===== src/hdl/bffa_pkg.sv =====
`default_nettype none
package bffa_pkg;

    localparam int NUM_BLOCKS    = 64;
    localparam int BLOCK_ENTRIES = 4;

    // field widths fixed by the interface
    localparam int CMD_W   = 1;
    localparam int LEN_W   = 9;
    localparam int BLK_W   = 6;
    localparam int STAT_W  = 2;
    localparam int ADDR_W  = 8;

    // internal widths
    localparam int IDX_W   = $clog2(NUM_BLOCKS);
    localparam int RUN_W   = IDX_W + 1;
    localparam int WIDE_W  = ((RUN_W > LEN_W) ? RUN_W : LEN_W) + 2;
    localparam int SW      = (IDX_W > BLK_W) ? IDX_W : BLK_W;
    localparam int EA_W    = SW + 8;

    // ceil(len / BLOCK_ENTRIES) as a multiply by a scaled reciprocal
    localparam int SUM_W   = LEN_W + 1;
    localparam int RECIP_S = SUM_W + 7;
    localparam int RECIP_M = ((2 ** RECIP_S) + BLOCK_ENTRIES - 1) / BLOCK_ENTRIES;
    localparam int PROD_W  = SUM_W + RECIP_S + 1;

    localparam logic [CMD_W-1:0] CMD_ALLOC   = 1'b0;
    localparam logic [CMD_W-1:0] CMD_RELEASE = 1'b1;

    localparam logic [STAT_W-1:0] ST_OK     = 2'd0;
    localparam logic [STAT_W-1:0] ST_FULL   = 2'd1;
    localparam logic [STAT_W-1:0] ST_NOFIT  = 2'd2;
    localparam logic [STAT_W-1:0] ST_BADREL = 2'd3;

    typedef struct packed {
        logic [CMD_W-1:0] command;
        logic [LEN_W-1:0] request_length;
        logic [BLK_W-1:0] release_block;
    } req_t;

    typedef struct packed {
        logic [STAT_W-1:0] status;
        logic [BLK_W-1:0]  start_block;
        logic [ADDR_W-1:0] entry_address;
    } rsp_t;

    // scan token that walks the cell chain
    typedef struct packed {
        logic [RUN_W-1:0] run;
        logic             any_free;
        logic             found;
        logic [IDX_W-1:0] start;
    } token_t;

    // broadcast from the controller to every cell
    typedef struct packed {
        logic [LEN_W-1:0] n;
        logic             op_en;
        logic             op_set;
        logic [IDX_W-1:0] lo;
    } cell_ctrl_t;

endpackage
`default_nettype wire


===== src/hdl/bitmap_first_fit_block_allocator.sv =====
`default_nettype none
// First-fit contiguous block allocator over a used-bit map.
// Command channel: present request while start is high; the beat is taken
// on the edge where start is high and busy is low. busy stays high until
// the request is finished; no new command is taken meanwhile.
// Result channel: done pulses for one cycle with result; the receiver
// cannot stall, so the result must be taken in that cycle.
// A release is carried out in the scan state that follows its acceptance;
// done shows in the cycle after that. An allocate walks a scan token down
// the chain of cells, one cell per cycle, and finishes once the token has
// left the last cell. Each cell holds one map bit; the grant or release of
// a run writes all affected cells in the same cycle.
// A new command may be taken in the same cycle that done is high.
// Reset clears every map bit (all blocks free) and the command sequencer.
module bitmap_first_fit_block_allocator
(
    input  wire logic              clk,
    input  wire logic              rst_n,
    input  wire logic              start,
    input  wire bffa_pkg::req_t    request,
    output logic                   busy,
    output logic                   done,
    output bffa_pkg::rsp_t         result
);

    bffa_pkg::token_t      tok [bffa_pkg::NUM_BLOCKS+1];
    bffa_pkg::cell_ctrl_t  ctl;

    // fresh token enters the head of the chain every cycle
    assign tok[0] = '0;

    for (genvar i = 0; i < bffa_pkg::NUM_BLOCKS; i++)
    begin : g_cell
        bffa_cell u_cell
        (
            .clk     (clk),
            .rst_n   (rst_n),
            .index   (bffa_pkg::IDX_W'(i)),
            .ctl     (ctl),
            .tok_in  (tok[i]),
            .tok_out (tok[i+1])
        );
    end

    bffa_ctrl u_ctrl
    (
        .clk     (clk),
        .rst_n   (rst_n),
        .start   (start),
        .request (request),
        .tail    (tok[bffa_pkg::NUM_BLOCKS]),
        .busy    (busy),
        .done    (done),
        .result  (result),
        .ctl     (ctl)
    );

`ifndef NO_ASSERTIONS
    a_done_after_busy: assert property (@(posedge clk) disable iff (!rst_n)
        done |-> $past(busy))
        else $error("result without a command in progress");

    a_accept_busy: assert property (@(posedge clk) disable iff (!rst_n)
        (start && !busy) |=> busy)
        else $error("accepted command did not raise busy");

    a_done_single: assert property (@(posedge clk) disable iff (!rst_n)
        done |=> !done)
        else $error("result strobe longer than one cycle");

    a_fail_zero: assert property (@(posedge clk) disable iff (!rst_n)
        (done && (result.status != bffa_pkg::ST_OK))
        |-> ((result.start_block == '0) && (result.entry_address == '0)))
        else $error("failed request returned a nonzero address");
`endif

endmodule
`default_nettype wire


===== src/hdl/bffa_cell.sv =====
`default_nettype none
module bffa_cell
(
    input  wire logic                          clk,
    input  wire logic                          rst_n,
    input  wire logic [bffa_pkg::IDX_W-1:0]    index,
    input  wire bffa_pkg::cell_ctrl_t          ctl,
    input  wire bffa_pkg::token_t              tok_in,
    output bffa_pkg::token_t                   tok_out
);

    logic                          used_reg;
    logic                          used_next;
    bffa_pkg::token_t              tok_reg;
    bffa_pkg::token_t              tok_next;
    logic [bffa_pkg::RUN_W-1:0]    run1;
    logic [bffa_pkg::WIDE_W-1:0]   idx_w;
    logic [bffa_pkg::WIDE_W-1:0]   lo_w;
    logic [bffa_pkg::WIDE_W-1:0]   n_w;
    logic [bffa_pkg::WIDE_W-1:0]   run1_w;
    logic [bffa_pkg::WIDE_W-1:0]   fit_start;
    logic                          in_range;

    assign idx_w     = bffa_pkg::WIDE_W'(index);
    assign lo_w      = bffa_pkg::WIDE_W'(ctl.lo);
    assign n_w       = bffa_pkg::WIDE_W'(ctl.n);
    assign run1      = tok_in.run + bffa_pkg::RUN_W'(1);
    assign run1_w    = bffa_pkg::WIDE_W'(run1);
    assign fit_start = idx_w + bffa_pkg::WIDE_W'(1) - n_w;
    assign in_range  = (index >= ctl.lo) && (idx_w < (lo_w + n_w));

    always_comb
    begin
        used_next = used_reg;
        if (ctl.op_en && in_range)
        begin
            used_next = ctl.op_set;
        end
    end

    always_comb
    begin
        tok_next = tok_in;
        if (!tok_in.found)
        begin
            if (used_reg)
            begin
                tok_next.run = '0;
            end
            else
            begin
                tok_next.run      = run1;
                tok_next.any_free = 1'b1;
                if (!tok_in.any_free && (ctl.n == '0))
                begin
                    // zero length: report the lowest free block
                    tok_next.found = 1'b1;
                    tok_next.start = index;
                end
                else if ((ctl.n != '0) && (run1_w >= n_w))
                begin
                    tok_next.found = 1'b1;
                    tok_next.start = fit_start[bffa_pkg::IDX_W-1:0];
                end
            end
        end
    end

    always_ff @(posedge clk or negedge rst_n)
    begin
        if (!rst_n)
        begin
            used_reg <= 1'b0;
        end
        else
        begin
            used_reg <= used_next;
        end
    end

    always_ff @(posedge clk)
    begin
        tok_reg <= tok_next;
    end

    assign tok_out = tok_reg;

endmodule
`default_nettype wire


===== src/hdl/bffa_ctrl.sv =====
`default_nettype none
module bffa_ctrl
(
    input  wire logic                  clk,
    input  wire logic                  rst_n,
    input  wire logic                  start,
    input  wire bffa_pkg::req_t        request,
    input  wire bffa_pkg::token_t      tail,
    output logic                       busy,
    output logic                       done,
    output bffa_pkg::rsp_t             result,
    output bffa_pkg::cell_ctrl_t       ctl
);

    localparam logic S_IDLE = 1'b0;
    localparam logic S_SCAN = 1'b1;

    function automatic bffa_pkg::rsp_t make_rsp(
        input logic [bffa_pkg::STAT_W-1:0] st,
        input logic [bffa_pkg::SW-1:0]     sb
    );
        bffa_pkg::rsp_t              r;
        logic [bffa_pkg::EA_W-1:0]   ea;
        ea = bffa_pkg::EA_W'(sb) * bffa_pkg::EA_W'(bffa_pkg::BLOCK_ENTRIES);
        r.status        = st;
        r.start_block   = sb[bffa_pkg::BLK_W-1:0];
        r.entry_address = ea[bffa_pkg::ADDR_W-1:0];
        return r;
    endfunction

    logic                              state_reg, state_next;
    logic [bffa_pkg::RUN_W-1:0]        cnt_reg, cnt_next;
    logic [bffa_pkg::CMD_W-1:0]        cmd_reg, cmd_next;
    logic [bffa_pkg::BLK_W-1:0]        rel_reg, rel_next;
    logic [bffa_pkg::LEN_W-1:0]        n_reg, n_next;
    logic                              done_reg, done_next;
    bffa_pkg::rsp_t                    rsp_reg, rsp_next;

    logic [bffa_pkg::SUM_W-1:0]        len_sum;
    logic [bffa_pkg::PROD_W-1:0]       len_prod;
    logic [bffa_pkg::WIDE_W-1:0]       rel_end;
    logic [bffa_pkg::SW-1:0]           rel_sw;

    assign len_sum  = bffa_pkg::SUM_W'(request.request_length)
                    + bffa_pkg::SUM_W'(bffa_pkg::BLOCK_ENTRIES - 1);
    assign len_prod = bffa_pkg::PROD_W'(len_sum) * bffa_pkg::PROD_W'(bffa_pkg::RECIP_M);
    assign rel_end  = bffa_pkg::WIDE_W'(rel_reg) + bffa_pkg::WIDE_W'(n_reg);
    assign rel_sw   = bffa_pkg::SW'(rel_reg);

    always_comb
    begin
        state_next = state_reg;
        cnt_next   = cnt_reg;
        cmd_next   = cmd_reg;
        rel_next   = rel_reg;
        n_next     = n_reg;
        done_next  = 1'b0;
        rsp_next   = rsp_reg;
        ctl.n      = n_reg;
        ctl.op_en  = 1'b0;
        ctl.op_set = 1'b0;
        ctl.lo     = '0;
        case (state_reg)
            S_IDLE:
            begin
                if (start)
                begin
                    cmd_next   = request.command;
                    rel_next   = request.release_block;
                    n_next     = len_prod[bffa_pkg::RECIP_S +: bffa_pkg::LEN_W];
                    cnt_next   = '0;
                    state_next = S_SCAN;
                end
            end
            S_SCAN:
            begin
                if (cmd_reg == bffa_pkg::CMD_RELEASE)
                begin
                    done_next  = 1'b1;
                    state_next = S_IDLE;
                    if (rel_end > bffa_pkg::WIDE_W'(bffa_pkg::NUM_BLOCKS))
                    begin
                        rsp_next = make_rsp(bffa_pkg::ST_BADREL, '0);
                    end
                    else
                    begin
                        ctl.op_en = (n_reg != '0);
                        ctl.lo    = rel_sw[bffa_pkg::IDX_W-1:0];
                        rsp_next  = make_rsp(bffa_pkg::ST_OK, rel_sw);
                    end
                end
                else if (cnt_reg == bffa_pkg::RUN_W'(bffa_pkg::NUM_BLOCKS))
                begin
                    // token has left the last cell
                    done_next  = 1'b1;
                    state_next = S_IDLE;
                    if (tail.found)
                    begin
                        ctl.op_en  = (n_reg != '0);
                        ctl.op_set = 1'b1;
                        ctl.lo     = tail.start;
                        rsp_next   = make_rsp(bffa_pkg::ST_OK, bffa_pkg::SW'(tail.start));
                    end
                    else if (tail.any_free)
                    begin
                        rsp_next = make_rsp(bffa_pkg::ST_NOFIT, '0);
                    end
                    else
                    begin
                        rsp_next = make_rsp(bffa_pkg::ST_FULL, '0);
                    end
                end
                else
                begin
                    cnt_next = cnt_reg + bffa_pkg::RUN_W'(1);
                end
            end
            default:
            begin
                state_next = S_IDLE;
            end
        endcase
    end

    always_ff @(posedge clk or negedge rst_n)
    begin
        if (!rst_n)
        begin
            state_reg <= S_IDLE;
            cnt_reg   <= '0;
            done_reg  <= 1'b0;
        end
        else
        begin
            state_reg <= state_next;
            cnt_reg   <= cnt_next;
            done_reg  <= done_next;
        end
    end

    always_ff @(posedge clk)
    begin
        cmd_reg <= cmd_next;
        rel_reg <= rel_next;
        n_reg   <= n_next;
        rsp_reg <= rsp_next;
    end

    assign busy   = (state_reg == S_SCAN);
    assign done   = done_reg;
    assign result = rsp_reg;

endmodule
`default_nettype wire


===== config.mk =====
export PLATFORM = sky130hd
export DESIGN_NAME = bitmap_first_fit_block_allocator
export DESIGN_NICKNAME = d
export VERILOG_FILES = /design/src/hdl/bffa_pkg.sv /design/src/hdl/bitmap_first_fit_block_allocator.sv /design/src/hdl/bffa_cell.sv /design/src/hdl/bffa_ctrl.sv
export SDC_FILE = /design/constraint.sdc
export NUM_CORES = 2
export LEC_CHECK = 0
export ABC_AREA = 1
export BUFFER_PORTS_ARGS = -buffer_cell sky130_fd_sc_hd__buf_2
export CELL_PAD_IN_SITES_DETAIL_PLACEMENT = 0
export CELL_PAD_IN_SITES_GLOBAL_PLACEMENT = 1
export CORE_MARGIN = 8
export CORE_UTILIZATION = 45
export DETAILED_ROUTE_END_ITERATION = 10
export GPL_ROUTABILITY_DRIVEN = 0
export PLACE_DENSITY = 0.84
export SKIP_LAST_GASP = 1
export SYNTH_ARGS = -nofsm -noshare
export SYNTH_HDL_FRONTEND = slang
export SYNTH_SLANG_ARGS = --single-unit

===== constraint.sdc =====
create_clock -name clk -period 14.87 [get_ports clk]
set_input_delay 0 -clock clk [delete_from_list [all_inputs] [get_ports clk]]
set_output_delay 0 -clock clk [all_outputs]
set_load 0.02 [all_outputs]

-- Word level (Yosys, flattened, before mapping)
Cells that the tools add are included.
- register bits after elaboration: 1051
- output and inout bits: 18
- word-level logic and storage cells: 1325
- reduce and logical (&&, ||, !) cells: 325
- $lt $le $gt $ge: 193
- bitwise logic cells: 2
- add/sub/neg operators: 131
- mux-type cells: 342
- equal/unequal tests: 4
- operator list (cell ; count):
    $mux 7 ; 193
    $mux 15 ; 62
    $mux 8 ; 68
    $ge 7x8->1 ; 62
    $add 7x1->7 const B ; 63
    $lt 6x11->1 const A ; 32
    $logic_and 1x1->1 ; 255
    $ge 6x6->1 const A ; 32
    $sub 6x6->6 const A ; 32
    $lt 5x11->1 const A ; 16
    $ge 5x6->1 const A ; 16
    $sub 5x6->6 const A ; 16
    $lt 4x11->1 const A ; 8
    $mux 16 ; 5
    $logic_not 1->1 ; 63
    $ge 4x6->1 const A ; 8
    $sub 4x6->6 const A ; 8
    $lt 3x11->1 const A ; 4
    $ge 3x6->1 const A ; 4
    $sub 3x6->6 const A ; 4
    $lt 1x11->1 const A ; 2
    $lt 2x11->1 const A ; 2
    $add 6x8->9 ; 2
    $pmux 7 s2 ; 1
    21 further kinds ; 39

-- Longest topological paths before layout
- depth in word-level cells: 9
- mapped depth: 33

-- Cells and area by module
Synthesis repeated with hierarchy kept, for this count alone.
- cells, all modules: 18001
- area, all modules: 123317.0 um2
- modules (own cells, without submodules) (module ; times used ; cells each ; area each (um2)):
    bffa_cell (g_cell[0].u_cell ...) ; 35 ; 277 ; 1904.3
    bffa_cell (g_cell[32].u_cell ...) ; 28 ; 278 ; 1884.3
    bffa_ctrl ; 1 ; 242 ; 2005.7
    bffa_cell (g_cell[7].u_cell) ; 1 ; 278 ; 1891.8
    bitmap_first_fit_block_allocator ; 1 ; 2 ; 7.5

-- Worst setup path after synthesis
OpenSTA, ideal clock, no wires.
- path type: flip-flop to flip-flop
- start point: register u_ctrl.n_reg[0] in the netlist's numbering
- end point: register g_cell[43].u_cell.used_reg
- cell stages (with the launch flop): 27
- slack: 9.440 ns
- arrival time: 5.312 ns
- library setup time: 0.117 ns
- buffers on the path: 2
- cell sequence: edfxtp_1 > ha_1 > fa_1 > or2_1 > a21oi_1 > o21ai_1 > nor2_1 > nand3_1 > nand2_4 > inv_1 > nor2_1 > nand2_1 > nor2_2 > clkbuf_1 > ha_1 > a21oi_1 > nand2_1 > nand2_2 > nand3b_1 > nand3_1 > nand2_4 > inv_2 > a21oi_2 > buf_4 > nand3_1 > nand2_1 > nand2_1
- longest elaborated chain between the ends: 9
- elaborated cells on any way between the ends: 15
- those cells by class: 2 x add/sub; 3 x order compare; 7 x mux; 3 x reduce/logical
- ends and longest elaborated chain (item ; line ; RTL):
    start, declared ; bffa_ctrl.sv:35 ; logic [bffa_pkg::LEN_W-1:0] n_reg, n_next;
    start signal, assigned ; bffa_ctrl.sv:145 ; n_reg <= n_next;
    $add 6x8->9 ; bffa_ctrl.sv:47 ; assign rel_end = bffa_pkg::WIDE_W'(rel_reg) + bffa_pkg::WIDE_W'(n_reg);
    $gt 11x7->1 ; bffa_ctrl.sv:81 ; if (rel_end > bffa_pkg::WIDE_W'(bffa_pkg::NUM_BLOCKS))
    $mux 6 ; bffa_ctrl.sv:81 ;
    $mux 6 ; bffa_ctrl.sv:77 ; if (cmd_reg == bffa_pkg::CMD_RELEASE)
    $mux 8 ; bffa_ctrl.sv:63 ; case (state_reg)
    $add 6x8->9 ; bffa_cell.sv:30 ; assign in_range = (index >= ctl.lo) && (idx_w < (lo_w + n_w));
    $lt 6x11->1 ; bffa_cell.sv:30 ;
    $logic_and 1x1->1 ; bffa_cell.sv:30 ;
    $logic_and 1x1->1 (*) ; bffa_cell.sv:35 ; if (ctl.op_en && in_range)
    end signal, assigned ; bffa_cell.sv:77 ; used_reg <= used_next;
    end, declared ; bffa_cell.sv:12 ; logic used_reg;
Mark *: on every way between the ends. The rest lies on a longest branch, timed or not.
A chain may end at the register's enable or synchronous reset.

-- Final worst setup path
- start point: register u_ctrl.n_reg[6] in the netlist's numbering
- end point: register g_cell[16].u_cell.used_reg
- longest elaborated chain between the ends: 9
- elaborated cells on any way between the ends: 15
- those cells by class: 2 x add/sub; 3 x order compare; 7 x mux; 3 x reduce/logical
- ends and longest elaborated chain (item ; line):
    $add 6x8->9 ; bffa_ctrl.sv:47
    $gt 11x7->1 ; bffa_ctrl.sv:81
    $mux 6 ; bffa_ctrl.sv:81
    $mux 6 ; bffa_ctrl.sv:77
    $mux 8 ; bffa_ctrl.sv:63
    $add 6x8->9 ; bffa_cell.sv:30
    $lt 5x11->1 ; bffa_cell.sv:30
    $logic_and 1x1->1 ; bffa_cell.sv:30
    $logic_and 1x1->1 (*) ; bffa_cell.sv:35
    end signal, assigned ; bffa_cell.sv:77
    end, declared ; bffa_cell.sv:12
Marked as above.

==> flow_metrics.tcl <==
set metrics [dict create \
    stdcell_area_sq_um 60600 \
    drc 0 \
    cp_max_fo 33 \
    cts_setup_buffers 0 \
    hold_path_class "input pin to asynchronous set/reset pin" \
    powerDensity_nw_per_um2 187 \
    grt_pass1_vias 45074 \
    ios 37 \
    fin_tns_setup_ns 0 \
    synth.distinct_cells 63 \
    path_common_cell "nand3_1" \
    total_power_w 0.0113 \
    arrival_ns 6.38 \
    synth_ff_type "dfxtp_1" \
    syn-instance-count 7080 \
    ys_ff_latch 1027 \
    die_w_um 364 \
    startpoint_type "flop" \
    criticalPathCategory "flop to flop" \
    slowest_delay_ns 0.86 \
    critPathSlowestCell "nor3_2" \
    drv_cap 0 \
    core-area_sq_um 120000 \
    critical_path.top_delay_family "simple AND/OR/NAND/NOR gates" \
    layout_common_cells "1488 x nand2_1, 931 x dfxtp_1, 819 x inv_1, 702 x o21ai_0, 681 x nor2_1" \
    max_slew_margin 0.0946 \
    setup_viol 0 \
    rr_startpoint "u_ctrl.n_reg[6]" \
    fp.dieH_um 364 \
    clk-insertion-delay-late_ns 0.72 \
    vdd_ir_drop_max_mv 0.116 \
    synth_warnings 0 \
    antenna_found_initial 9 \
    vias_per_cell 5.37 \
    fillers 11660 \
    cts_buffers 111 \
    overflow 0 \
    holdWs_ns -0.0274 \
    dp.cells 8612 \
    synth-seq-area-share 0.388 \
    track_usage 0.242 \
    cp-end-kind "flop" \
    clockBufferDepth 3 \
    place_area_sq_um 56400 \
    dp_hpwl_um 118000 \
    final_antenna_net_count 0 \
    vias 47564 \
    status "finished, violations left" \
    rows 127 \
    h-tree-depth 3 \
    cts_tree "done" \
    fin_crit_sh 0.389 \
    final_nets 7677 \
    initial_utilization 0.454 \
    cp_num_buf_inv 4 \
    drive_gt1_frac 0.0551 \
    port_buffers 34 \
    cts_root_buf "clkbuf_16" \
    largest_register_ffs 931 \
    drt_wl_total_um 165000 \
    synthArstFlopShare 0.0711 \
    worst_pin_slew_ns 1.35 \
    avgRoutedWirePerCell_um 18.6 \
    final_common_cell "nand2_1" \
    drt_iter0_drc 3831 \
    grt_max_degree 81 \
    worstPathRequired_ns 15.46 \
    worstSetupStartpoint "u_ctrl.n_reg[6]" \
    clock.fmax_mhz 173 \
    syn_avg_cell_area_sq_um 7.70 \
    synth_edf_count 23 \
    instances_no_fill 8853 \
    grt_pass1_wl_um 255000 \
    slew_viol_final 0 \
    clk_pin_slew_ns 0.06 \
    drtPass1Iterations 5 \
    die_area_sq_um 133000 \
    hold_violations 8 \
    period_minus_slack_ns 5.79 \
    syn_area_sq_um 54500 \
    leakage_nw 28.7 \
    grt_setup_unrepaired "false" \
    area_growth_pct 11.0 \
    violations "hold timing" \
    post_cts_resized 0 \
    final.setup_skew_ns 0.0370 \
    path_cells "clkinv_2, nand3_1, nand2_1, nor2_1, nand3_1, nand2_4, inv_1, nor2_1, nand2_1, nor2_2, inv_2, fa_1, nand3b_4, nand2_2, inv_1, nor3_2, nand3_1, nand3_1, nand2_1" \
    cts_sinks 1027 \
]
==> final timing paths <==
kind | endpoint | slack (ns) | depth (start not counted)
max in group asynchronous | g_cell[41].u_cell.used_reg | 14.11 | 2
max | g_cell[16].u_cell.used_reg | 9.08 | 19
min in group clk | u_ctrl.n_reg[1] | 0.03 | 4
min reg2reg | g_cell[54].u_cell.tok_out[4] | 0.42 | 2
max reg2reg | g_cell[16].u_cell.used_reg | 9.08 | 19
min | u_ctrl.busy | -0.03 | 2
==> kinds of logic after synthesis <==
family / Yosys count / synth area share
AOI/OAI and AO/OA: 1486 / 0.160
adders and majority gates: 519 / 0.119
DFF: 1027 / 0.388
buffers and inverters: 1006 / 0.0704
and+or+nand+nor: 2705 / 0.208
muxes: 4 / 0.000803
other: 1 / 0.0000688
xor gates and xnor gates: 332 / 0.0535
==> final cells by class <==
cell class	instances	area, sq um	area share
sequential	1027	21200	0.349
clock buffer	155	3210	0.0530
clock inverter	56	681	0.0112
antenna	4	10.0	0.000165
inverter	854	3230	0.0533
tap	1612	2020	0.0333
multi-input combinational	5048	29500	0.488
timing repair buffer	97	711	0.0117
==> cell usage after synthesis (3+ instances only) <==
cell | number | area [sq um]
nor2_4 | 7 | 78.8
buf_6 | 3 | 33.8
nand2_4 | 3 | 33.8
buf_2 | 3 | 15.0
o32ai_1 | 6 | 52.6
nand2_1 | 1488 | 5590
or2_2 | 65 | 407
dfxtp_1 | 931 | 18600
nand2_2 | 14 | 87.6
o21ai_0 | 702 | 3510
inv_1 | 825 | 3100
o22ai_1 | 70 | 438
o221ai_1 | 14 | 123
buf_4 | 10 | 75.1
nor2_1 | 681 | 2560
buf_1 | 15 | 56.3
clkbuf_1 | 121 | 454
o211ai_1 | 104 | 781
nor2_2 | 10 | 62.6
a21oi_1 | 302 | 1510
nor4_1 | 3 | 18.8
o21ai_1 | 25 | 125
o21bai_1 | 9 | 67.6
a31oi_1 | 23 | 144
nand3b_1 | 22 | 165
a21oi_2 | 4 | 35.0
o31ai_1 | 31 | 233
inv_2 | 17 | 63.8
nor3_1 | 17 | 85.1
ha_1 | 517 | 6470
nand3_1 | 214 | 1070
dfrtp_1 | 73 | 1830
o21a_1 | 10 | 75.1
xor2_1 | 323 | 2830
mux2_2 | 3 | 33.8
o2111ai_1 | 56 | 490
clkinv_1 | 12 | 45.0
edfxtp_1 | 23 | 691
nand4_1 | 167 | 1040
a22o_1 | 118 | 1030
xnor2_1 | 8 | 70.1
nand3_2 | 5 | 50.1
==> stage by stage <==
stage                util  hold slack, ns  setup slack, ns
finish              0.504         -0.0274             9.08
global route        0.504          0.0568             8.69
CTS                 0.504        0.000509             9.24
detailed placement  0.469           0.180             9.24
global placement    0.469           0.183             9.44
floorplan               -          -0.296             9.44
==> metal layers <==
| metal | track usage | vias up | wire length, um |
|---|---|---|---|
| met5 | 0 | - | 62 |
| met4 | 0.116 | 10 | 8510 |
| met3 | 0.0418 | 384 | 11700 |
| met2 | 0.391 | 1449 | 72000 |
| met1 | 0.315 | 21918 | 72800 |
| li1 | - | 23803 | - |
==> repair_timing <==
action,4_1_cts,5_1_grt
hold buffers,26,0
hold endpoints to repair,88,0
setup endpoints to repair,0,0
==> power by group <==
part / switching [W] / internal (W)
registers: 0.000803 / 0.00364
logic: 0.00243 / 0.00151
clock network: 0.00118 / 0.00173
Note: power is estimated with default switching activity, not from simulation.
